==> src/rtl/tempo_keypad_beat_generator_unit_defines.svh <==
// Assertion macros for the tempo keypad beat generator RTL.
// Depends on nothing; included by the files that carry assertions.
`ifndef TEMPO_KEYPAD_BEAT_GENERATOR_UNIT_DEFINES_SVH
`define TEMPO_KEYPAD_BEAT_GENERATOR_UNIT_DEFINES_SVH

`ifndef SYNTHESIS

// A condition that must hold at every clock edge out of reset.
`define TKBG_ASSERT_ALWAYS(label, clk, rst_n, expr) \
	label: assert property (@(posedge clk) disable iff (!rst_n) (expr)) \
		else $error("tkbg assertion failed");

// A consequence that must hold in the same cycle as its antecedent.
`define TKBG_ASSERT_IMPL(label, clk, rst_n, ante, cons) \
	label: assert property (@(posedge clk) disable iff (!rst_n) (ante) |-> (cons)) \
		else $error("tkbg assertion failed");

// A consequence that must hold in the cycle after its antecedent.
`define TKBG_ASSERT_NEXT(label, clk, rst_n, ante, cons) \
	label: assert property (@(posedge clk) disable iff (!rst_n) (ante) |=> (cons)) \
		else $error("tkbg assertion failed");

`else

`define TKBG_ASSERT_ALWAYS(label, clk, rst_n, expr)
`define TKBG_ASSERT_IMPL(label, clk, rst_n, ante, cons)
`define TKBG_ASSERT_NEXT(label, clk, rst_n, ante, cons)

`endif

`endif

==> src/rtl/tkbg_pkg.sv <==
// Shared constants for the tempo keypad beat generator: field widths, key codes,
// tempo limits and divider sizing. Depends on nothing.
package tkbg_pkg;

	localparam int TEMPO_W   = 8;
	localparam int KEY_W     = 8;
	localparam int BEEP_W    = 8;
	localparam int MS_W      = 10;
	localparam int DIGIT_W   = 4;
	localparam int NUM_DIGITS = 3;
	localparam int IDX_W     = 2;
	localparam int VALUE_W   = 10;

	localparam logic [TEMPO_W-1:0] TEMPO_MIN   = 8'd60;
	localparam logic [TEMPO_W-1:0] TEMPO_MAX   = 8'd240;
	localparam logic [TEMPO_W-1:0] TEMPO_STEP  = 8'd10;
	localparam logic [MS_W-1:0]    PERIOD_INIT = 10'd1000;
	localparam logic [BEEP_W-1:0]  BEEP_INIT   = 8'd100;

	// Restoring division of a fixed dividend, one quotient bit per cycle.
	localparam int                  DIVIDEND_W    = 16;
	localparam logic [DIVIDEND_W-1:0] MS_PER_MINUTE = 16'd60000;
	localparam int                  DIV_CNT_W     = 4;

	localparam logic [KEY_W-1:0] KEY_DIGIT_0 = 8'd48;
	localparam logic [KEY_W-1:0] KEY_DIGIT_9 = 8'd57;
	localparam logic [KEY_W-1:0] KEY_ENTER   = 8'd13;
	localparam logic [KEY_W-1:0] KEY_UP      = 8'd72;
	localparam logic [KEY_W-1:0] KEY_DOWN    = 8'd80;
	localparam logic [KEY_W-1:0] KEY_LEFT    = 8'd75;
	localparam logic [KEY_W-1:0] KEY_RIGHT   = 8'd77;
	localparam logic [KEY_W-1:0] KEY_SPACE   = 8'd32;

	localparam logic OP_KEY  = 1'b0;
	localparam logic OP_TICK = 1'b1;

	// Configuration register map.
	localparam int   PADDR_W       = 3;
	localparam int   PDATA_W       = 32;
	localparam logic REG_BEEP_MS   = 1'b0;

endpackage

==> src/rtl/tkbg_if.sv <==
// Handshake interfaces for the command and result channels of the beat generator.
// Depends on tkbg_pkg for the field widths.
interface tkbg_cmd_if;
	logic                      valid;
	logic                      ready;
	logic                      operation;
	logic [tkbg_pkg::KEY_W-1:0] key_code;

	modport source (output valid, output operation, output key_code, input ready);
	modport sink   (input valid, input operation, input key_code, output ready);
endinterface

interface tkbg_rsp_if;
	logic                        valid;
	logic                        ready;
	logic [tkbg_pkg::TEMPO_W-1:0] tempo_bpm;
	logic                        beep_on;
	logic                        beat_start;
	logic                        key_invalid;

	modport source (output valid, output tempo_bpm, output beep_on, output beat_start,
		output key_invalid, input ready);
	modport sink   (input valid, input tempo_bpm, input beep_on, input beat_start,
		input key_invalid, output ready);
endinterface

==> src/rtl/tempo_keypad_beat_generator_unit.sv <==
// Tempo keypad beat generator: keypad tempo editing and millisecond beat timing.
// Depends on tkbg_pkg, the interfaces in tkbg_if.sv and the assertion macros header.
//
// Usage
// The cmd channel carries one transaction per key press or per one-millisecond tick;
// the rsp channel returns exactly one transaction for each, carrying the tempo after
// the item, the beep and beat-start flags of a tick and the invalid-key flag of a key.
// Key presses and ticks that fall inside a beat are answered directly: the result
// sits in the output register on the cycle after the command is taken. A tick that
// starts a beat latches the period 60000/tempo, which a bit-serial restoring divider
// works out one quotient bit per cycle in the divide state; the write-back state then
// writes the result once the output register is free.
// The block holds one command at a time. It takes the next command while a result
// still waits in the output register, provided that register is being emptied in the
// same cycle; while the receiver stalls, results are held and commands wait.
// The beep length register sits at byte address 0 of the APB-style port; it should
// only be written while no command is outstanding.
// Reset (arst_n low) sets the tempo to 60, clears the digit buffer and the
// millisecond count, sets the latched period to 1000 and the beep length to 100.
`include "tempo_keypad_beat_generator_unit_defines.svh"

module tempo_keypad_beat_generator_unit (
	input  logic                              clk,
	input  logic                              arst_n,
	tkbg_cmd_if.sink                          cmd,
	tkbg_rsp_if.source                        rsp,
	input  logic                              psel,
	input  logic                              penable,
	input  logic                              pwrite,
	input  logic [tkbg_pkg::PADDR_W-1:0]      paddr,
	input  logic [tkbg_pkg::PDATA_W-1:0]      pwdata,
	output logic [tkbg_pkg::PDATA_W-1:0]      prdata,
	output logic                              pready
);

	// Sequencer: idle, stepping the divider, then writing the beat-start result.
	typedef enum logic [2:0] {
		ST_IDLE = 3'b001,
		ST_DIV  = 3'b010,
		ST_WRB  = 3'b100
	} state_t;

	state_t state_q;

	// Architectural state.
	logic [tkbg_pkg::TEMPO_W-1:0] tempo_q;
	logic [tkbg_pkg::DIGIT_W-1:0] digit_q [tkbg_pkg::NUM_DIGITS];
	logic [tkbg_pkg::IDX_W-1:0]   idx_q;
	logic [tkbg_pkg::MS_W-1:0]    ms_count_q;
	logic [tkbg_pkg::MS_W-1:0]    beat_period_q;
	logic [tkbg_pkg::BEEP_W-1:0]  beep_ms_q;

	// Divider state: partial remainder, step counter and quotient shift register.
	logic [tkbg_pkg::TEMPO_W-1:0]   rem_q;
	logic [tkbg_pkg::DIV_CNT_W-1:0] cnt_q;
	logic [tkbg_pkg::MS_W-1:0]      quo_q;

	// Output register.
	logic                         rsp_valid_q;
	logic [tkbg_pkg::TEMPO_W-1:0] rsp_tempo_q;
	logic                         rsp_beep_q;
	logic                         rsp_start_q;
	logic                         rsp_invalid_q;

	logic rsp_free;
	logic rsp_load;
	logic cmd_fire;
	logic cfg_write;

	assign rsp_free  = !rsp_valid_q || rsp.ready;
	assign cmd.ready = (state_q == ST_IDLE) && rsp_free;
	assign cmd_fire  = cmd.valid && cmd.ready;

	// A new result enters the output register this cycle.
	assign rsp_load = (cmd_fire && ((cmd.operation == tkbg_pkg::OP_KEY) || (ms_count_q != '0)))
		|| ((state_q == ST_WRB) && rsp_free);

	assign rsp.valid       = rsp_valid_q;
	assign rsp.tempo_bpm   = rsp_tempo_q;
	assign rsp.beep_on     = rsp_beep_q;
	assign rsp.beat_start  = rsp_start_q;
	assign rsp.key_invalid = rsp_invalid_q;

	// Configuration port: one register, decoded on the word address bit.
	assign pready    = 1'b1;
	assign cfg_write = psel && penable && pwrite && pready;
	assign prdata    = (paddr[2] == tkbg_pkg::REG_BEEP_MS) ?
		{{(tkbg_pkg::PDATA_W-tkbg_pkg::BEEP_W){1'b0}}, beep_ms_q} : '0;

	// Key decode: digit buffer, commit with clamping, arrow steps.
	logic [tkbg_pkg::TEMPO_W-1:0] tempo_nx;
	logic [tkbg_pkg::DIGIT_W-1:0] digit_nx [tkbg_pkg::NUM_DIGITS];
	logic [tkbg_pkg::DIGIT_W-1:0] commit_src [tkbg_pkg::NUM_DIGITS];
	logic [tkbg_pkg::IDX_W-1:0]   idx_nx;
	logic [tkbg_pkg::VALUE_W-1:0] commit_val;
	logic                         commit_en;
	logic                         key_bad;
	logic                         is_digit;

	assign is_digit = (cmd.key_code >= tkbg_pkg::KEY_DIGIT_0) &&
		(cmd.key_code <= tkbg_pkg::KEY_DIGIT_9);

	always_comb begin
		tempo_nx   = tempo_q;
		digit_nx   = digit_q;
		commit_src = digit_q;
		idx_nx     = idx_q;
		commit_en  = 1'b0;
		key_bad    = 1'b0;
		if (is_digit) begin
			// Digit codes carry their value in the low nibble.
			if (idx_q == tkbg_pkg::IDX_W'(tkbg_pkg::NUM_DIGITS - 1)) begin
				commit_src[tkbg_pkg::NUM_DIGITS-1] = cmd.key_code[tkbg_pkg::DIGIT_W-1:0];
				commit_en = 1'b1;
				for (int i = 0; i < tkbg_pkg::NUM_DIGITS; i++) begin
					digit_nx[i] = '0;
				end
				idx_nx = '0;
			end else begin
				digit_nx[idx_q] = cmd.key_code[tkbg_pkg::DIGIT_W-1:0];
				idx_nx = idx_q + 1'b1;
			end
		end else begin
			case (cmd.key_code)
				tkbg_pkg::KEY_ENTER: begin
					commit_en = 1'b1;
				end
				tkbg_pkg::KEY_UP: begin
					if (tempo_q < tkbg_pkg::TEMPO_MAX) tempo_nx = tempo_q + 1'b1;
				end
				tkbg_pkg::KEY_DOWN: begin
					if (tempo_q > tkbg_pkg::TEMPO_MIN) tempo_nx = tempo_q - 1'b1;
				end
				tkbg_pkg::KEY_LEFT: begin
					tempo_nx = (tempo_q >= tkbg_pkg::TEMPO_MIN + tkbg_pkg::TEMPO_STEP) ?
						tempo_q - tkbg_pkg::TEMPO_STEP : tkbg_pkg::TEMPO_MIN;
				end
				tkbg_pkg::KEY_RIGHT: begin
					tempo_nx = (tempo_q <= tkbg_pkg::TEMPO_MAX - tkbg_pkg::TEMPO_STEP) ?
						tempo_q + tkbg_pkg::TEMPO_STEP : tkbg_pkg::TEMPO_MAX;
				end
				tkbg_pkg::KEY_SPACE: begin
					// Recognised, but pause is not implemented.
				end
				default: begin
					key_bad = 1'b1;
				end
			endcase
		end

		commit_val = tkbg_pkg::VALUE_W'(commit_src[0]) * tkbg_pkg::VALUE_W'(100)
			+ tkbg_pkg::VALUE_W'(commit_src[1]) * tkbg_pkg::VALUE_W'(10)
			+ tkbg_pkg::VALUE_W'(commit_src[2]);
		if (commit_en) begin
			if (commit_val < tkbg_pkg::VALUE_W'(tkbg_pkg::TEMPO_MIN)) begin
				tempo_nx = tkbg_pkg::TEMPO_MIN;
			end else if (commit_val > tkbg_pkg::VALUE_W'(tkbg_pkg::TEMPO_MAX)) begin
				tempo_nx = tkbg_pkg::TEMPO_MAX;
			end else begin
				tempo_nx = commit_val[tkbg_pkg::TEMPO_W-1:0];
			end
		end
	end

	// Tick timing. At a beat start the count is zero and the fresh quotient is the period.
	logic [tkbg_pkg::MS_W-1:0] period_use;
	logic [tkbg_pkg::MS_W-1:0] ms_inc;
	logic [tkbg_pkg::MS_W-1:0] ms_nx;
	logic                      beep_now;

	assign period_use = (state_q == ST_WRB) ? quo_q : beat_period_q;
	assign ms_inc     = ms_count_q + 1'b1;
	assign ms_nx      = (ms_inc >= period_use) ? '0 : ms_inc;
	assign beep_now   = ms_count_q < tkbg_pkg::MS_W'(beep_ms_q);

	// Divider step: bring down the next dividend bit, subtract the tempo if it fits.
	logic [tkbg_pkg::TEMPO_W:0]   trial;
	logic                         q_bit;
	logic                         div_bit;

	assign div_bit = tkbg_pkg::MS_PER_MINUTE[tkbg_pkg::DIV_CNT_W'(tkbg_pkg::DIVIDEND_W-1) - cnt_q];
	assign trial   = {rem_q, div_bit};
	assign q_bit   = trial >= {1'b0, tempo_q};

	always_ff @(posedge clk or negedge arst_n) begin
		if (!arst_n) begin
			state_q       <= ST_IDLE;
			tempo_q       <= tkbg_pkg::TEMPO_MIN;
			for (int i = 0; i < tkbg_pkg::NUM_DIGITS; i++) begin
				digit_q[i] <= '0;
			end
			idx_q         <= '0;
			ms_count_q    <= '0;
			beat_period_q <= tkbg_pkg::PERIOD_INIT;
			beep_ms_q     <= tkbg_pkg::BEEP_INIT;
			rem_q         <= '0;
			cnt_q         <= '0;
			quo_q         <= '0;
			rsp_valid_q   <= 1'b0;
			rsp_tempo_q   <= '0;
			rsp_beep_q    <= 1'b0;
			rsp_start_q   <= 1'b0;
			rsp_invalid_q <= 1'b0;
		end else begin
			if (cfg_write && (paddr[2] == tkbg_pkg::REG_BEEP_MS)) begin
				beep_ms_q <= pwdata[tkbg_pkg::BEEP_W-1:0];
			end

			if (rsp.ready && !rsp_load) begin
				rsp_valid_q <= 1'b0;
			end

			case (state_q)
				ST_IDLE: begin
					if (cmd_fire) begin
						if (cmd.operation == tkbg_pkg::OP_KEY) begin
							tempo_q       <= tempo_nx;
							digit_q       <= digit_nx;
							idx_q         <= idx_nx;
							rsp_valid_q   <= 1'b1;
							rsp_tempo_q   <= tempo_nx;
							rsp_beep_q    <= 1'b0;
							rsp_start_q   <= 1'b0;
							rsp_invalid_q <= key_bad;
						end else if (ms_count_q != '0) begin
							ms_count_q    <= ms_nx;
							rsp_valid_q   <= 1'b1;
							rsp_tempo_q   <= tempo_q;
							rsp_beep_q    <= beep_now;
							rsp_start_q   <= 1'b0;
							rsp_invalid_q <= 1'b0;
						end else begin
							// Beat start: work out 60000 / tempo first.
							rem_q   <= '0;
							cnt_q   <= '0;
							state_q <= ST_DIV;
						end
					end
				end
				ST_DIV: begin
					rem_q <= q_bit ? trial[tkbg_pkg::TEMPO_W-1:0] - tempo_q
						: trial[tkbg_pkg::TEMPO_W-1:0];
					quo_q <= {quo_q[tkbg_pkg::MS_W-2:0], q_bit};
					cnt_q <= cnt_q + 1'b1;
					if (cnt_q == tkbg_pkg::DIV_CNT_W'(tkbg_pkg::DIVIDEND_W-1)) begin
						state_q <= ST_WRB;
					end
				end
				ST_WRB: begin
					if (rsp_free) begin
						beat_period_q <= quo_q;
						ms_count_q    <= ms_nx;
						rsp_valid_q   <= 1'b1;
						rsp_tempo_q   <= tempo_q;
						rsp_beep_q    <= beep_now;
						rsp_start_q   <= 1'b1;
						rsp_invalid_q <= 1'b0;
						state_q       <= ST_IDLE;
					end
				end
				default: begin
					state_q <= ST_IDLE;
				end
			endcase
		end
	end

	// The tempo never leaves its legal range, whatever keys arrive.
	`TKBG_ASSERT_ALWAYS(a_tempo_range, clk, arst_n,
		(tempo_q >= tkbg_pkg::TEMPO_MIN) && (tempo_q <= tkbg_pkg::TEMPO_MAX))
	// The millisecond count always wraps before reaching the latched period.
	`TKBG_ASSERT_ALWAYS(a_ms_below_period, clk, arst_n, ms_count_q < beat_period_q)
	// No command is taken while the divider or the write-back state is busy.
	`TKBG_ASSERT_IMPL(a_no_accept_busy, clk, arst_n, state_q != ST_IDLE, !cmd.ready)
	// The last divider step hands over to the write-back state.
	`TKBG_ASSERT_NEXT(a_div_to_wrb, clk, arst_n,
		(state_q == ST_DIV) && (cnt_q == tkbg_pkg::DIV_CNT_W'(tkbg_pkg::DIVIDEND_W-1)),
		state_q == ST_WRB)

endmodule

==> src/flat_wrapper.sv <==
// flat-port wrapper written by rule: the top's interface ports become plain ports
module tempo_keypad_beat_generator_unit_flat 
  (clk, arst_n, psel, penable, pwrite, paddr, pwdata, prdata, pready, cmd_valid, cmd_operation, cmd_key_code, cmd_ready, rsp_valid, rsp_tempo_bpm, rsp_beep_on, rsp_beat_start, rsp_key_invalid, rsp_ready);
  tkbg_cmd_if cmd_i ();
  tkbg_rsp_if rsp_i ();
  input  logic clk;
  input  logic arst_n;
  input  logic psel;
  input  logic penable;
  input  logic pwrite;
  input  logic [tkbg_pkg::PADDR_W-1:0] paddr;
  input  logic [tkbg_pkg::PDATA_W-1:0] pwdata;
  output logic [tkbg_pkg::PDATA_W-1:0] prdata;
  output logic pready;
  input wire logic [$bits(cmd_i.valid)-1:0] cmd_valid;
  input wire logic [$bits(cmd_i.operation)-1:0] cmd_operation;
  input wire logic [$bits(cmd_i.key_code)-1:0] cmd_key_code;
  output wire logic [$bits(cmd_i.ready)-1:0] cmd_ready;
  output wire logic [$bits(rsp_i.valid)-1:0] rsp_valid;
  output wire logic [$bits(rsp_i.tempo_bpm)-1:0] rsp_tempo_bpm;
  output wire logic [$bits(rsp_i.beep_on)-1:0] rsp_beep_on;
  output wire logic [$bits(rsp_i.beat_start)-1:0] rsp_beat_start;
  output wire logic [$bits(rsp_i.key_invalid)-1:0] rsp_key_invalid;
  input wire logic [$bits(rsp_i.ready)-1:0] rsp_ready;
  assign cmd_i.valid = cmd_valid;
  assign cmd_i.operation = cmd_operation;
  assign cmd_i.key_code = cmd_key_code;
  assign cmd_ready = cmd_i.ready;
  assign rsp_valid = rsp_i.valid;
  assign rsp_tempo_bpm = rsp_i.tempo_bpm;
  assign rsp_beep_on = rsp_i.beep_on;
  assign rsp_beat_start = rsp_i.beat_start;
  assign rsp_key_invalid = rsp_i.key_invalid;
  assign rsp_i.ready = rsp_ready;
  tempo_keypad_beat_generator_unit u_core (.clk(clk), .arst_n(arst_n), .cmd(cmd_i), .rsp(rsp_i), .psel(psel), .penable(penable), .pwrite(pwrite), .paddr(paddr), .pwdata(pwdata), .prdata(prdata), .pready(pready));
endmodule
==> config.mk <==
export PLATFORM = sky130hd
export DESIGN_NAME = tempo_keypad_beat_generator_unit_flat
export DESIGN_NICKNAME = d
export VERILOG_FILES = /design/src/rtl/tkbg_pkg.sv /design/src/rtl/tkbg_if.sv /design/src/rtl/tempo_keypad_beat_generator_unit.sv /design/src/flat_wrapper.sv
export VERILOG_INCLUDE_DIRS = /design/src /design/src/rtl
export SDC_FILE = /design/constraint.sdc
export NUM_CORES = 1
export LEC_CHECK = 0
export BUFFER_PORTS_ARGS = -buffer_cell sky130_fd_sc_hd__buf_2
export CORE_MARGIN = 4
export CORE_UTILIZATION = 63
export DETAILED_ROUTE_END_ITERATION = 10
export MAX_ROUTING_LAYER = met4
export PLACE_DENSITY = 0.87
export SLEW_MARGIN = 15
export SYNTH_ARGS = -nofsm -noshare
export SYNTH_HDL_FRONTEND = slang
export SYNTH_SLANG_ARGS = --single-unit
==> constraint.sdc <==
create_clock -name clk -period 9.36 [get_ports clk]
set_input_delay 1.872 -clock clk [delete_from_list [all_inputs] [get_ports clk]]
set_output_delay 1.872 -clock clk [all_outputs]
set_load 0.05 [all_outputs]
# Word level (Yosys, flattened, before mapping)
# Memories as Yosys holds them, arrays and structs flattened.
# Index checks and enable logic that the tools add are counted.
dict set report totals {
  output_inout_bits 46
  ff_bits 87
  romBits 16
  memories 1
  inputBits 51
}
dict set report op_classes {
  addsub 11
  n_eq_ne 18
  n_reduce_logical 26
  n_mul 2
  n_lt_le_gt_ge 14
  bitwise_logic 3
  muxes 70
}
# memory depth word_bits read_ports rd_ports_with_merged_regs wr line_no
set mem_list {}
lappend mem_list {{(name not given)} 16 1 1 0 0 tempo_keypad_beat_generator_unit.sv:181} ;# assign div_bit = tkbg_pkg::MS_PER_MINUTE[tkbg_pkg::DIV_CNT_W'(tkbg_pkg::DIVIDEND_W-1) - cnt_q];
# op n
set ops {}
lappend ops {{$mux W8} 17}
lappend ops {{$mux W10} 6}
lappend ops {{$eq A8 B7 Y1 const B} 4}
lappend ops {{$pmux W8 S2} 2}
lappend ops {{$pmux W8 S4} 1}
lappend ops {{$mux W4} 6}
lappend ops {{$mux W1} 22}
lappend ops {{$pmux W10 S2} 1}
lappend ops {{$mux W3} 5}
lappend ops {{$bwmux W12} 1}
lappend ops {{$mux W12} 1}
lappend ops {{$reduce_and A4 Y1} 3}
lappend ops {{$add A10 B1 Y10 const B} 1}
lappend ops {{$add A10 B4 Y10} 1}
lappend ops {{$add A10 B8 Y10} 1}
lappend ops {{$ge A10 B10 Y1} 1}
lappend ops {{$gt A10 B8 Y1 const B} 1}
lappend ops {{$logic_and A1 B1 Y1} 10}
lappend ops {{$lt A10 B6 Y1 const B} 1}
lappend ops {{$lt A10 B8 Y1} 1}
lappend ops {{$reduce_and A5 Y1} 2}
lappend ops {{$reduce_bool A10 Y1} 1}
lappend ops {{$ge A9 B8 Y1} 1}
lappend ops {{$pmux W3 S3} 1}
lappend ops {{other kinds (41)} 53}

# Depth between registers and ports, before layout
# Gate-level depths: netlist of the first run.
dict set report logic_depth {
  ltp_word 13
  mapped_depth 15
  depth_no_buf 15
}

# Worst setup path after synthesis of the first run
# No wires, ideal clock.
dict set report synth_path {
  path_type {input -> register}
  start {input cmd_key_code[1]}
  end {register u_core.rsp_tempo_q (netlist bit u_core.rsp.tempo_bpm[3])}
  n_path_buf 1
  setup_slack_ps 3876
  path_stages 15
  setup_ps 77
  arrival_ps 5406
  cell_sequence {buf_2 o21ai_1 nand4_1 mux2i_1 fa_1 inv_1 ha_1 fa_1 a211oi_1 o21ba_2 nor2_1 o31ai_1 o21ai_0 or3b_1 a21oi_1}
}
dict set report synth_via {
  elab_chain_len 11
  elab_cells_between_ends 23
  classes_between {add/sub (1); order compare (4); eq/ne (5); mux (12); reduce/logical (1)}
}
# item line_no
set synth_lines {}
lappend synth_lines {{start, declared} flat_wrapper.sv:17} ;# input wire logic [$bits(cmd_i.key_code)-1:0] cmd_key_code;
lappend synth_lines {{$ge A8 B6 Y1 or $le A8 B6 Y1 (tied branches)} {tempo_keypad_beat_generator_unit.sv:100, tempo_keypad_beat_generator_unit.sv:101}}
lappend synth_lines {{$logic_and A1 B1 Y1} tempo_keypad_beat_generator_unit.sv:100} ;# assign is_digit = (cmd.key_code >= tkbg_pkg::KEY_DIGIT_0) &&
lappend synth_lines {{$mux W4} tempo_keypad_beat_generator_unit.sv:110} ;# if (is_digit) begin
lappend synth_lines {{$add A10 B4 Y10} tempo_keypad_beat_generator_unit.sv:153} ;# + tkbg_pkg::VALUE_W'(commit_src[2]);
lappend synth_lines {{$gt A10 B8 Y1} tempo_keypad_beat_generator_unit.sv:157} ;# end else if (commit_val > tkbg_pkg::VALUE_W'(tkbg_pkg::TEMPO_MAX)) begin
lappend synth_lines {{$mux W8} tempo_keypad_beat_generator_unit.sv:157}
lappend synth_lines {{$mux W8} tempo_keypad_beat_generator_unit.sv:155} ;# if (commit_val < tkbg_pkg::VALUE_W'(tkbg_pkg::TEMPO_MIN)) begin
lappend synth_lines {{$mux W8 (*)} tempo_keypad_beat_generator_unit.sv:154} ;# if (commit_en) begin
lappend synth_lines {{$mux W8 (*)} tempo_keypad_beat_generator_unit.sv:216} ;# if (cmd.operation == tkbg_pkg::OP_KEY) begin
lappend synth_lines {{$mux W8 (*)} tempo_keypad_beat_generator_unit.sv:215} ;# if (cmd_fire) begin
lappend synth_lines {{$pmux W8 S2 (*)} tempo_keypad_beat_generator_unit.sv:213} ;# case (state_q)
lappend synth_lines {{end signal, assigned} tempo_keypad_beat_generator_unit.sv:221} ;# rsp_tempo_q <= tempo_nx;
lappend synth_lines {{end signal, assigned} tempo_keypad_beat_generator_unit.sv:228} ;# rsp_tempo_q <= tempo_q;
lappend synth_lines {{end signal, assigned} tempo_keypad_beat_generator_unit.sv:254} ;# rsp_tempo_q <= tempo_q;
lappend synth_lines {{end, declared} tempo_keypad_beat_generator_unit.sv:60} ;# logic [tkbg_pkg::TEMPO_W-1:0] rsp_tempo_q;
# Mark *: on every way between the ends. The rest lies on a longest branch, timed or not. The select of a mux whose other input is x is not followed.
# A chain may end at the register's enable or synchronous reset.

# Worst setup path after layout of the first run
dict set report layout_path {
  start {input cmd_key_code[1]}
  end {register u_core.rsp_tempo_q (netlist bit u_core.rsp.tempo_bpm[2])}
}
# The elaborated chain is that of the path after synthesis.

==> flow_summary_export.csv, run 1 <==
group,metric,value,unit
critical_path,cp.arrival,6.09,ns
critical_path,crit_end,"u_core.rsp.tempo_bpm[2]",
run_status,status,"finished clean",
sta,slew_violations,0,
drt,drt_iter0_drc,419,
logic_synthesis,synth_area,6809,um^2
floorplan,die_w,112.0,um
drt,viasPerCell,6.309,
critical_path,r2r-end,"u_core.rsp.tempo_bpm[2]",
clock_tree,cts_tree,"yes",
critical_path,regToRegSetupSlack,4.76,ns
job,max_cap_violations,0,
floorplan,die_area,12540,um^2
placed_design,gp_congestion,0.9762,
drt,ant_nets,0,
floorplan,die_h,112.0,um
power,power.density,239.5,nW/um^2
clock_tree,cts.sinks,87,
clock_tree,cts_resized,0,
clock_tree,path_clk_slew,0.10,ns
global_routing,grt_pass1_wl,28.30,mm
critical_path,r2r_start,"u_core.idx_q[0]",
logic_synthesis,avgSynthCellArea,9.103,um^2
final_layout,diodes,0,
critical_path,critPathCaptureType,"register",
sta,fin_crit,5.780,ns
logic_synthesis,synthArstFlopShare,100.0,%
final_layout,final_layout_size_suffix_gt1_share,15.69,%
drt,dr.pass1.iters,6,
critical_path,r2r_cells,15,
global_routing,grt_pass1_vias,5771,
sta,slew_headroom,21.59,%
placed_design,hpwlAfterDp,12.73,mm
sta,setup_viol,0,
placed_design,io_buffers,45,
logic_synthesis,ys_types,82,
drt,drt-total-wl,16.92,mm
critical_path,crit_start,"cmd_key_code[1]",
global_routing,grt_usage,28.09,%
critical_path,critical_path_required,9.67,ns
floorplan,rows,37,
sta,finalSetupTns,0,ns
final_layout,nFillCells,831,
clock_tree,cts_made_buffers,9,
final_layout,area_growth,6.266,%
clock_tree,clk_latency,0.36,ns
power,ir_drop,0.1747,mV
drt,avgRoutedWirePerCell,18.39,um
logic_synthesis,ys_seq_area_share,32.23,%
worst_hold_path,hold_class,"register to register",
power,leakage,3.530,nW
drt,vias,5804,
logic_synthesis,synth_ff_type,"dfrtp_1",
clock_tree,hold_buffers,0,
clock_tree,cts_buffer_depth,2,
critical_path,critPathLaunchType,"input port",
final_layout,fin_nets,898,
logic_synthesis,synthesis.instances,748,
critical_path,worstSetupPathType,"input port to register",
logic_synthesis,ys_warn_count,0,
clock_tree,cts_setup_buffers,0,
logic_synthesis,ys_ff_latch,87,
sta,tightest_slew,1.170,ns
floorplan,initial_core_util,65.37,%
floorplan,coreArea,10420,um^2
sta,finClkSkew,0.01527,ns
clock_tree,htreeDepth,3,
drt,drc,0,
power,power,1.733,mW
final_layout,layout_common_cells,"nand2_1 (81), dfrtp_1 (73), ha_1 (62), buf_2 (44), nor2_1 (38)",
global_routing,grt_max_degree,88,
global_routing,antenna_found_initial,0,
floorplan,ioPinCount,97,
clock_tree,cts-root-buf,"clkbuf_8",
sta,fmax,173.0,MHz
sta,min_period_over_period,61.76,%
critical_path,crit_fanout,9,
global_routing,grt_overflow,0,
sta,rsz0062_at_grt,"no",
logic_synthesis,synth_edf_count,0,
final_layout,final_common_cell,"nand2_1",
sta,finalHoldViolations,0,
[worst min-delay path by stage]
stage / startpoint / endpoint / depth (start not counted)
2_1_floorplan: u_core.digit_q[1] / u_core.digit_q[1] / 1
3_3_place_gp: u_core.rsp.beat_start / u_core.rsp.beat_start / 2
3_5_place_dp: u_core.rem_q[7] / u_core.rem_q[7] / 1
4_1_cts: u_core.rem_q[7] / u_core.rem_q[7] / 1
5_1_grt: u_core.rem_q[7] / u_core.rem_q[7] / 1
6_report: u_core.rem_q[7] / u_core.rem_q[7] / 1
[power breakdown]
| group | switching (mW) | internal [mW] |
|---|---|---|
| clock network | 0.157 | 0.130 |
| registers | 0.110 | 0.459 |
| logic | 0.548 | 0.330 |
| total | 0.815 | 0.918 |
[critical path, stage by stage]
cell	delay [ns]
buf_2	0.16
o21ai_1	0.23
nand4_1	0.28
mux2i_1	0.25
fa_1	0.56
inv_1	0.04
ha_1	0.22
fa_1	0.41
a211oi_1	0.43
o21ba_2	0.22
nor2_1	0.06
o31ai_1	0.50
a21oi_1	0.08
nor4_1	0.57
a211o_1	0.19
[sequential cells by signal (all words and copies together), names as in the netlist, 2 cells and up]
signal,count
u_core.cnt_q,4
u_core.rem_q,8
u_core.tempo_q,8
u_core.rsp.tempo_bpm,8
u_core.ms_count_q,10
u_core.commit_src,8
u_core.idx_q,2
u_core.beat_period_q,10
u_core.quo_q,10
u_core.beep_ms_q,8
u_core.state_q,3
u_core.digit_q,4
[cells in the mapped netlist (all sizes together) (3+ instances only)]
| master | instances | area share (%) |
|---|---|---|
| nand2 | 81 | 4.5 |
| dfrtp | 73 | 27 |
| ha | 62 | 11 |
| o21ai | 54 | 4.0 |
| nor2 | 38 | 2.1 |
| inv | 37 | 2.0 |
| buf | 35 | 3.5 |
| a21oi | 24 | 1.8 |
| mux2 | 24 | 4.0 |
| nor2b | 23 | 2.1 |
| nor3 | 20 | 1.7 |
| nand3 | 18 | 1.3 |
| xnor2 | 18 | 2.3 |
| nand2b | 16 | 1.5 |
| a21o | 15 | 1.7 |
| clkbuf | 15 | 0.83 |
| dfstp | 14 | 5.4 |
| mux2i | 14 | 2.1 |
| a22o | 11 | 1.4 |
| and3 | 10 | 0.92 |
| nand4 | 9 | 0.83 |
| nor4 | 9 | 1.0 |
| a31oi | 7 | 0.64 |
| xor2 | 7 | 0.90 |
| a211oi | 6 | 0.74 |
| and2 | 6 | 0.55 |
| fa | 6 | 1.8 |
| o21bai | 6 | 0.66 |
| or2 | 6 | 0.55 |
| or3 | 6 | 0.62 |
| a21boi | 5 | 0.55 |
| a221oi | 5 | 0.64 |
| o21a | 5 | 0.55 |
| o22ai | 5 | 0.46 |
| o31ai | 5 | 0.55 |
| a2bb2oi | 3 | 0.48 |
| a311oi | 3 | 0.39 |
| a32oi | 3 | 0.39 |
| o221a | 3 | 0.50 |
| o311ai | 3 | 0.50 |
| or3b | 3 | 0.39 |
[cells by family (layout without fill, tap and decap cells)]
family	after synthesis	after routing	synth area share [%]
other	2	25	0.1103
and+or+nand+nor	259	259	20.18
muxes	38	38	6.027
buffers and inverters	87	100	6.413
adders and majority gates	68	68	13.16
AOI/OAI and AO/OA	182	182	18.67
DFF	87	87	32.23
xor gates and xnor gates	25	25	3.216
[routing by layer]
layer  vias up  routed length [um]  track usage, %
met5         -                   0               -
met4         0                 338           7.692
met3        36                1032           3.370
met2       235                8412           47.04
met1      2819                7132           36.24
li1       2714                   -               -
[stage by stage]
stage / utilization (%) / instances / worst slack, ns / hold slack [ns] / area (um^2)
detailed placement: 67.40 / 904 / 3.288 / 0.4764 / 7020
global route: 69.47 / 920 / 3.385 / 0.5276 / 7236
finish: 69.47 / 920 / 3.580 / 0.5052 / 7236
CTS: 69.43 / 920 / 3.635 / 0.4992 / 7232
floorplan: - / 771 / 3.876 / 0.4584 / 6895
global placement: 67.40 / 904 / 3.460 / 0.4596 / 7020
[layout make-up]
| class | count | area (um^2) | share of cell area [%] |
|---|---|---|---|
| multi-input cells | 597 | 4274 | 59.07 |
| flip-flops and latches | 87 | 2195 | 30.33 |
| repair buffers | 47 | 246.5 | 3.407 |
| well taps | 136 | 170.2 | 2.352 |
| inverters | 37 | 138.9 | 1.919 |
| clock buffers | 9 | 123.9 | 1.712 |
| clock inverters | 7 | 87.58 | 1.210 |
No activity file was read; power rests on OpenSTA's default activity.
==> run 2: changes to the inputs <==
--- a/config.mk
+++ b/config.mk
@@ -6,12 +6,13 @@
 export SDC_FILE = /design/constraint.sdc
 export NUM_CORES = 1
 export LEC_CHECK = 0
+export ABC_AREA = 1
 export BUFFER_PORTS_ARGS = -buffer_cell sky130_fd_sc_hd__buf_2
 export CORE_MARGIN = 4
-export CORE_UTILIZATION = 63
+export CORE_UTILIZATION = 53
 export DETAILED_ROUTE_END_ITERATION = 10
 export MAX_ROUTING_LAYER = met4
-export PLACE_DENSITY = 0.87
+export PLACE_DENSITY = 0.77
 export SLEW_MARGIN = 15
 export SYNTH_ARGS = -nofsm -noshare
 export SYNTH_HDL_FRONTEND = slang
==> constraint.sdc (replaced) <==
create_clock -name clk -period 4.8 [get_ports clk]
set_input_delay 0.96 -clock clk [delete_from_list [all_inputs] [get_ports clk]]
set_output_delay 0.96 -clock clk [all_outputs]
set_load 0.05 [all_outputs]
==> run 2 against run 1 <==
Critical path type unchanged; utilization shrank 10 points; wire length shrank 1.4%; hold slack lost 0.034 ns; cell count grew 34%; global-route usage shrank 4.9 points.
==> flow_summary_export.csv, run 2 <==
group,metric,value,unit
logic_synthesis,netlist_top_cells_count,"nand2_1 (283), inv_1 (136), nor2_1 (76), o21ai_0 (76)",
final_layout,largest_registers,"u_core.beat_period_q: 10 flops, u_core.ms_count_q: 10 flops, u_core.quo_q: 10 flops",
final_layout,layout_common_cells,"nand2_1 (283), inv_1 (136), o21ai_0 (76), nor2_1 (76)",
final_layout,area_growth,7.905,%
power,p_comb_share,57.2,%
global_routing,grt_pass1_wl,27.67,mm
clock_tree,clk_latency,0.34,ns
sta,finClkSkew,0.006369,ns
sta,slew_violations,0,
sta,fin_crit,4.186,ns
placed_design,hpwlAfterDp,12.62,mm
final_layout,fin_nets,1171,
logic_synthesis,ys_ff_latch,87,
drt,ant_nets,0,
logic_synthesis,avgSynthCellArea,6.979,um^2
logic_synthesis,synth_area,7091,um^2
sta,finalHoldViolations,0,
sta,finalWorstSetupSlack,0.6137,ns
global_routing,grt_overflow,0,
logic_synthesis,ys_warn_count,0,
worst_hold_path,hold_path_depth,2,
drt,avgRoutedWirePerCell,13.56,um
global_routing,grt_usage,23.14,%
critical_path,worstPathCellList,"buf_2 > nor2_1 > nand2_1 > inv_1 > nand2_1 > nor2_2 > nand2_1 > o21ai_0 > inv_1 > fa_1 > inv_1 > ha_1 > fa_1 > xor2_1 > nand3_1 > nor2_1 > nand3_1 > nand3_1 > nand2_1 > nand2_1 > nand3_1 > nand2_1 > nand2_1",
clock_tree,cts_resized,0,
floorplan,rows,41,
logic_synthesis,synth_top_area_share,25.76,%
critical_path,critical_path_required,5.03,ns
floorplan,ioPinCount,97,
global_routing,grt_pass1_vias,5925,
placed_design,placedCellCount,1213,
floorplan,die_h,123.7,um
final_layout,diodes,0,
critical_path,cp.arrival,4.42,ns
power,power.density,547.1,nW/um^2
global_routing,grt_max_degree,54,
clock_tree,hold_buffers,0,
drt,drt_iter0_drc,518,
power,swShare,50.53,%
drt,vias,6457,
sta,setup_viol,0,
logic_synthesis,synth_edf_count,0,
final_layout,final_layout_size_suffix_gt1_share,10.31,%
logic_synthesis,synthArstFlopShare,100.0,%
worst_hold_path,min_from,"u_core.rsp.beat_start",
floorplan,initial_core_util,55.07,%
logic_synthesis,ys_seq_area_share,30.95,%
placed_design,io_buffers,45,
floorplan,die_w,123.7,um
clock_tree,cts_tree,"yes",
power,pwr-share-seq,26.0,%
clock_tree,cts_made_buffers,9,
clock_tree,cts-root-buf,"clkbuf_16",
critical_path,critPathLaunchType,"input port",
clock_tree,cts.sinks,87,
job,max_cap_violations,0,
sta,tightest_slew,0.8729,ns
critical_path,critPathCaptureType,"register",
drt,dr.pass1.iters,5,
critical_path,crit_start,"cmd_key_code[7]",
worst_hold_path,hold_class,"register to register",
clock_tree,path_clk_slew,0.06,ns
sta,slew_headroom,41.04,%
sta,fmax,238.9,MHz
logic_synthesis,ys_types,44,
placed_design,pre_cts_ws,0.3277,ns
drt,drt-total-wl,16.67,mm
critical_path,crit_top_cell,"nand2_1",
power,p_int,2.070,mW
critical_path,cp_slowest_cell,"fa_1",
placed_design,gp_congestion,1.002,
sta,finalSetupTns,0,ns
final_layout,layoutNonFillerInstCount,1229,
critical_path,r2r_start,"u_core.idx_q[0]",
global_routing,antenna_found_initial,0,
logic_synthesis,synth.most_common_cell,"nand2_1",
logic_synthesis,synthesis.instances,1016,
floorplan,coreArea,12880,um^2
critical_path,r2r_cells,21,
sta,rsz0062_at_grt,"no",
critical_path,worstSetupPathType,"input port to register",
logic_synthesis,yosysTopAreaCell,"dfrtp_1",
power,p_clk_share,16.8,%
final_layout,final_common_cell,"nand2_1",
critical_path,crit_fanout,7,
power,ir_drop,0.2555,mV
logic_synthesis,synth.area.top_cells,"dfrtp_1 (26%), nand2_1 (15%), ha_1 (11%), inv_1 (7.2%), o21ai_0 (5.4%)",
run_status,status,"finished clean",
critical_path,max_stage_delay,0.53,ns
drt,drc,0,
logic_synthesis,synth_ff_type,"dfrtp_1",
power,leakage,4.079,nW
clock_tree,cts_buffer_depth,2,
drt,viasPerCell,5.254,
sta,min_period_over_period,87.22,%
clock_tree,cts_setup_buffers,0,
power,p_sw,2.115,mW
clock_tree,htreeDepth,3,
floorplan,die_area,15290,um^2
[run 2: area by class of cell]
class,count,area (um^2)
multi-input cells,759,4138
inverters,146,548.0
clock inverters,7,72.57
flip-flops and latches,87,2195
clock buffers,9,225.2
repair buffers,49,257.7
fillers,1218,5225
well taps,172,215.2
[run 2: cells by family after synthesis]
| kind of cell | Yosys count | share of synthesized area (%) |
|---|---|---|
| AND/OR/NAND/NOR | 483 | 29.19 |
| flip-flops | 87 | 30.95 |
| other | 2 | 0.1059 |
| XOR/XNOR | 22 | 2.717 |
| AO/OA/AOI/OAI | 161 | 12.49 |
| buffers and inverters | 193 | 11.91 |
| adder cells (fa/ha/maj) | 68 | 12.63 |
[run 2: stage by stage]
step | total power [mW] | instance area, um^2 | util (%) | hold WS (ns)
floorplan | 2.982 | 7177 | - | 0.4479
global placement | 3.412 | 7353 | 57.11 | 0.4549
detailed placement | 3.462 | 7353 | 57.11 | 0.4608
CTS | 4.183 | 7651 | 59.42 | 0.4764
global route | 4.555 | 7651 | 59.42 | 0.4972
finish | 4.186 | 7651 | 59.42 | 0.4708
[run 2: critical path, delay by kind of cell]
family	cells	cell delay, ns
simple gates	14	1.62
xor+xnor	1	0.24
buf+inv	4	0.32
fa+ha+maj	3	1.19
compound gates	1	0.10
[run 2: final timing paths]
| path | slack (ns) | to |
|---|---|---|
| hold / removal | 0.47 | u_core.rsp.beat_start |
| hold reg to reg | 0.47 | u_core.rsp.beat_start |
| setup reg to reg | 0.77 | u_core.rsp.tempo_bpm[3] |
| max in group asynchronous | 3.17 | u_core.beat_period_q[8] |
| min in group asynchronous | 0.66 | u_core.beep_ms_q[1] |
| setup / recovery | 0.61 | u_core.rsp.tempo_bpm[3] |
[run 2: power by group through the flow]
stage          clock (mW)  combinational (mW)  sequential, mW
2_1_floorplan           0                1.82            1.16
3_3_place_gp            0                2.32            1.09
3_5_place_dp            0                2.37            1.09
4_1_cts             0.718                2.38            1.08
5_1_grt             0.743                2.71            1.11
6_report            0.702                2.40            1.09
[run 2: per-layer routing]
| layer | wire [um] | track usage [%] | up-vias |
|---|---|---|---|
| met1 | 7638 | 30.95 | 2917 |
| met3 | 833 | 1.953 | 36 |
| met2 | 7747 | 36.36 | 199 |
| li1 | - | - | 3305 |
| met5 | 0 | - | - |
| met4 | 452 | 9.758 | 0 |
==> run 3: changes to the inputs <==
--- a/config.mk
+++ b/config.mk
@@ -11,6 +11,7 @@
 export CORE_MARGIN = 4
 export CORE_UTILIZATION = 53
 export DETAILED_ROUTE_END_ITERATION = 10
+export GPL_TIMING_DRIVEN = 0
 export MAX_ROUTING_LAYER = met4
 export PLACE_DENSITY = 0.77
 export SLEW_MARGIN = 15
==> run 3 against run 2 <==
Critical path depth did not move; design area rose by 4.1%; combinational power rose by 6%; non-clock buffer count rose by 43; power rose by 3.6%; global-route usage rose by 1.4 points; sequential power fell by 5%; clock-buffer cell count rose by 1; via count rose by 4.1%; critical path type unchanged; largest cell class unchanged; largest power group unchanged; highest routed layer unchanged.
==> flow_summary_export.csv, run 3 (synthesis results as in run 2) <==
group,metric,value,unit
critical_path,cp.arrival,4.44,ns
final_layout,diodes,0,
critical_path,r2r_start,"u_core.idx_q[0]",
global_routing,grt_pass1_vias,6197,
clock_tree,cts_made_buffers,9,
drt,viasPerCell,5.286,
sta,finalHoldViolations,0,
floorplan,coreArea,12880,um^2
final_layout,layout_common_cells,"nand2_1 (283), inv_1 (136), o21ai_0 (76), nor2_1 (76)",
clock_tree,cts_resized,0,
critical_path,crit_start,"cmd_key_code[7]",
final_layout,fin_nets,1214,
sta,tightest_slew,0.8742,ns
sta,slew_headroom,40.95,%
floorplan,rows,41,
floorplan,die_h,123.7,um
drt,drt-total-wl,17.58,mm
drt,dr.pass1.iters,5,
clock_tree,path_clk_slew,0.07,ns
critical_path,cp_slowest_cell,"fa_1",
power,leakage,4.284,nW
placed_design,io_buffers,44,
clock_tree,cts_tree,"yes",
power,ir_drop,0.2660,mV
final_layout,final_common_cell,"nand2_1",
global_routing,grt_usage,24.49,%
critical_path,crit_fanout,7,
floorplan,ioPinCount,97,
critical_path,critPathLaunchType,"input port",
sta,finalSetupTns,0,ns
clock_tree,htreeDepth,3,
floorplan,die_area,15290,um^2
final_layout,final_layout_size_suffix_gt1_share,12.92,%
placed_design,hpwlAfterDp,13.41,mm
clock_tree,cts-root-buf,"clkbuf_16",
drt,avgRoutedWirePerCell,13.83,um
power,power,4.335,mW
critical_path,worstSetupPathType,"input port to register",
global_routing,grt_overflow,0,
final_layout,utilization,61.84,%
global_routing,antenna_found_initial,0,
final_layout,nFillCells,1207,
sta,rsz0062_at_grt,"no",
drt,vias,6719,
final_layout,largest_registers,"u_core.beat_period_q: 10 flops, u_core.ms_count_q: 10 flops, u_core.quo_q: 10 flops",
critical_path,worstPathCellList,"buf_2 > nor2_1 > nand2_1 > inv_1 > nand2_1 > nor2_2 > nand2_1 > o21ai_0 > inv_1 > fa_1 > inv_1 > ha_1 > fa_1 > xor2_1 > nand3_1 > nor2_1 > nand3_1 > nand3_1 > nand2_1 > nand2_1 > nand3_1 > nand2_1 > nand2_1",
sta,slew_violations,0,
worst_hold_path,hold_class,"register to register",
global_routing,grt_max_degree,45,
floorplan,die_w,123.7,um
job,max_cap_violations,0,
critical_path,path_buf_inv,4,
floorplan,initial_core_util,55.07,%
drt,ant_nets,0,
sta,setup_viol,0,
power,power.density,544.4,nW/um^2
critical_path,max_stage_delay,0.53,ns
worst_hold_path,min_from,"u_core.rsp.beat_start",
clock_tree,cts_setup_buffers,0,
final_layout,area_growth,12.30,%
clock_tree,cts_buffer_depth,2,
critical_path,crit_family,"simple AND/OR/NAND/NOR gates",
clock_tree,clk_latency,0.34,ns
clock_tree,cts.sinks,87,
critical_path,critPathCaptureType,"register",
placed_design,place_area,7642,um^2
drt,drc,0,
critical_path,critical_path_required,5.03,ns
critical_path,crit_top_cell,"nand2_1",
sta,fin_crit,4.215,ns
sta,min_period_over_period,87.82,%
sta,fmax,237.2,MHz
global_routing,grt_pass1_wl,29.15,mm
sta,finClkSkew,0.007795,ns
clock_tree,hold_buffers,0,
final_layout,stdcell_area,7963,um^2
drt,drt_iter0_drc,456,
placed_design,gp_congestion,0.9555,
run_status,status,"finished clean",
-- run 3: worst reg2reg max path, cell delays in order (launching register included) --
cell and delay (ns):
dfrtp_1 0.40, inv_1 0.10, ha_1 0.29, inv_1 0.20, nor2_2 0.26, nand2_1 0.08, o21ai_0 0.11, inv_1 0.10
fa_1 0.53, inv_1 0.04, ha_1 0.23, fa_1 0.44, xor2_1 0.26, nand3_1 0.11, nor2_1 0.09, nand3_1 0.16
nand3_1 0.14, nand2_1 0.08, nand2_1 0.09, nand3_1 0.07, nand2_1 0.10, nand2_1 0.06
-- run 3: final timing paths --
kind | cells after the start | to | slack (ns)
max reg2reg | 21 | u_core.rsp.tempo_bpm[3] | 0.76
min reg2reg | 2 | u_core.rsp.beat_start | 0.47
max | 23 | u_core.rsp.tempo_bpm[3] | 0.58
max in group asynchronous | 2 | u_core.tempo_q[5] | 3.48
min in group asynchronous | 1 | u_core.commit_src[4] | 0.63
min | 2 | u_core.rsp.beat_start | 0.47
-- run 3: final cells by class --
class / instances / area, um^2 / share of cell area [%]
multi-input cells: 759 / 4138 / 51.96
well taps: 172 / 215.2 / 2.703
flip-flops and latches: 87 / 2195 / 27.56
repair buffers: 45 / 250.2 / 3.143
clock inverters: 5 / 81.33 / 1.021
plain buffers: 47 / 296.5 / 3.724
clock buffers: 10 / 239.0 / 3.001
inverters: 146 / 548.0 / 6.882
-- run 3: per-layer routing --
layer / up-vias / share of wire, % / global-route usage, %
met5: - / 0 / -
met4: 0 / 1.7 / 7.751
met3: 21 / 5.0 / 2.589
met2: 201 / 48 / 39.78
met1: 3094 / 46 / 32.38
li1: 3403 / - / -
-- run 3: where the power goes --
part | internal (mW) | total, mW | switching [mW] | leakage (nW)
Sequential | 0.902 | 1.04 | 0.142 | 1.06
Clock | 0.468 | 0.753 | 0.285 | 0.155
Combinational | 0.822 | 2.54 | 1.72 | 3.07
-- run 3: stage by stage --
step	instances	hold slack, ns	setup slack [ns]
4_1_cts	1271	0.4740	0.6475
6_report	1271	0.4729	0.5846
3_5_place_dp	1256	0.4587	0.3058
3_3_place_gp	1255	0.4569	0.3890
2_1_floorplan	1039	0.4479	0.9273
5_1_grt	1271	0.4869	0.1957
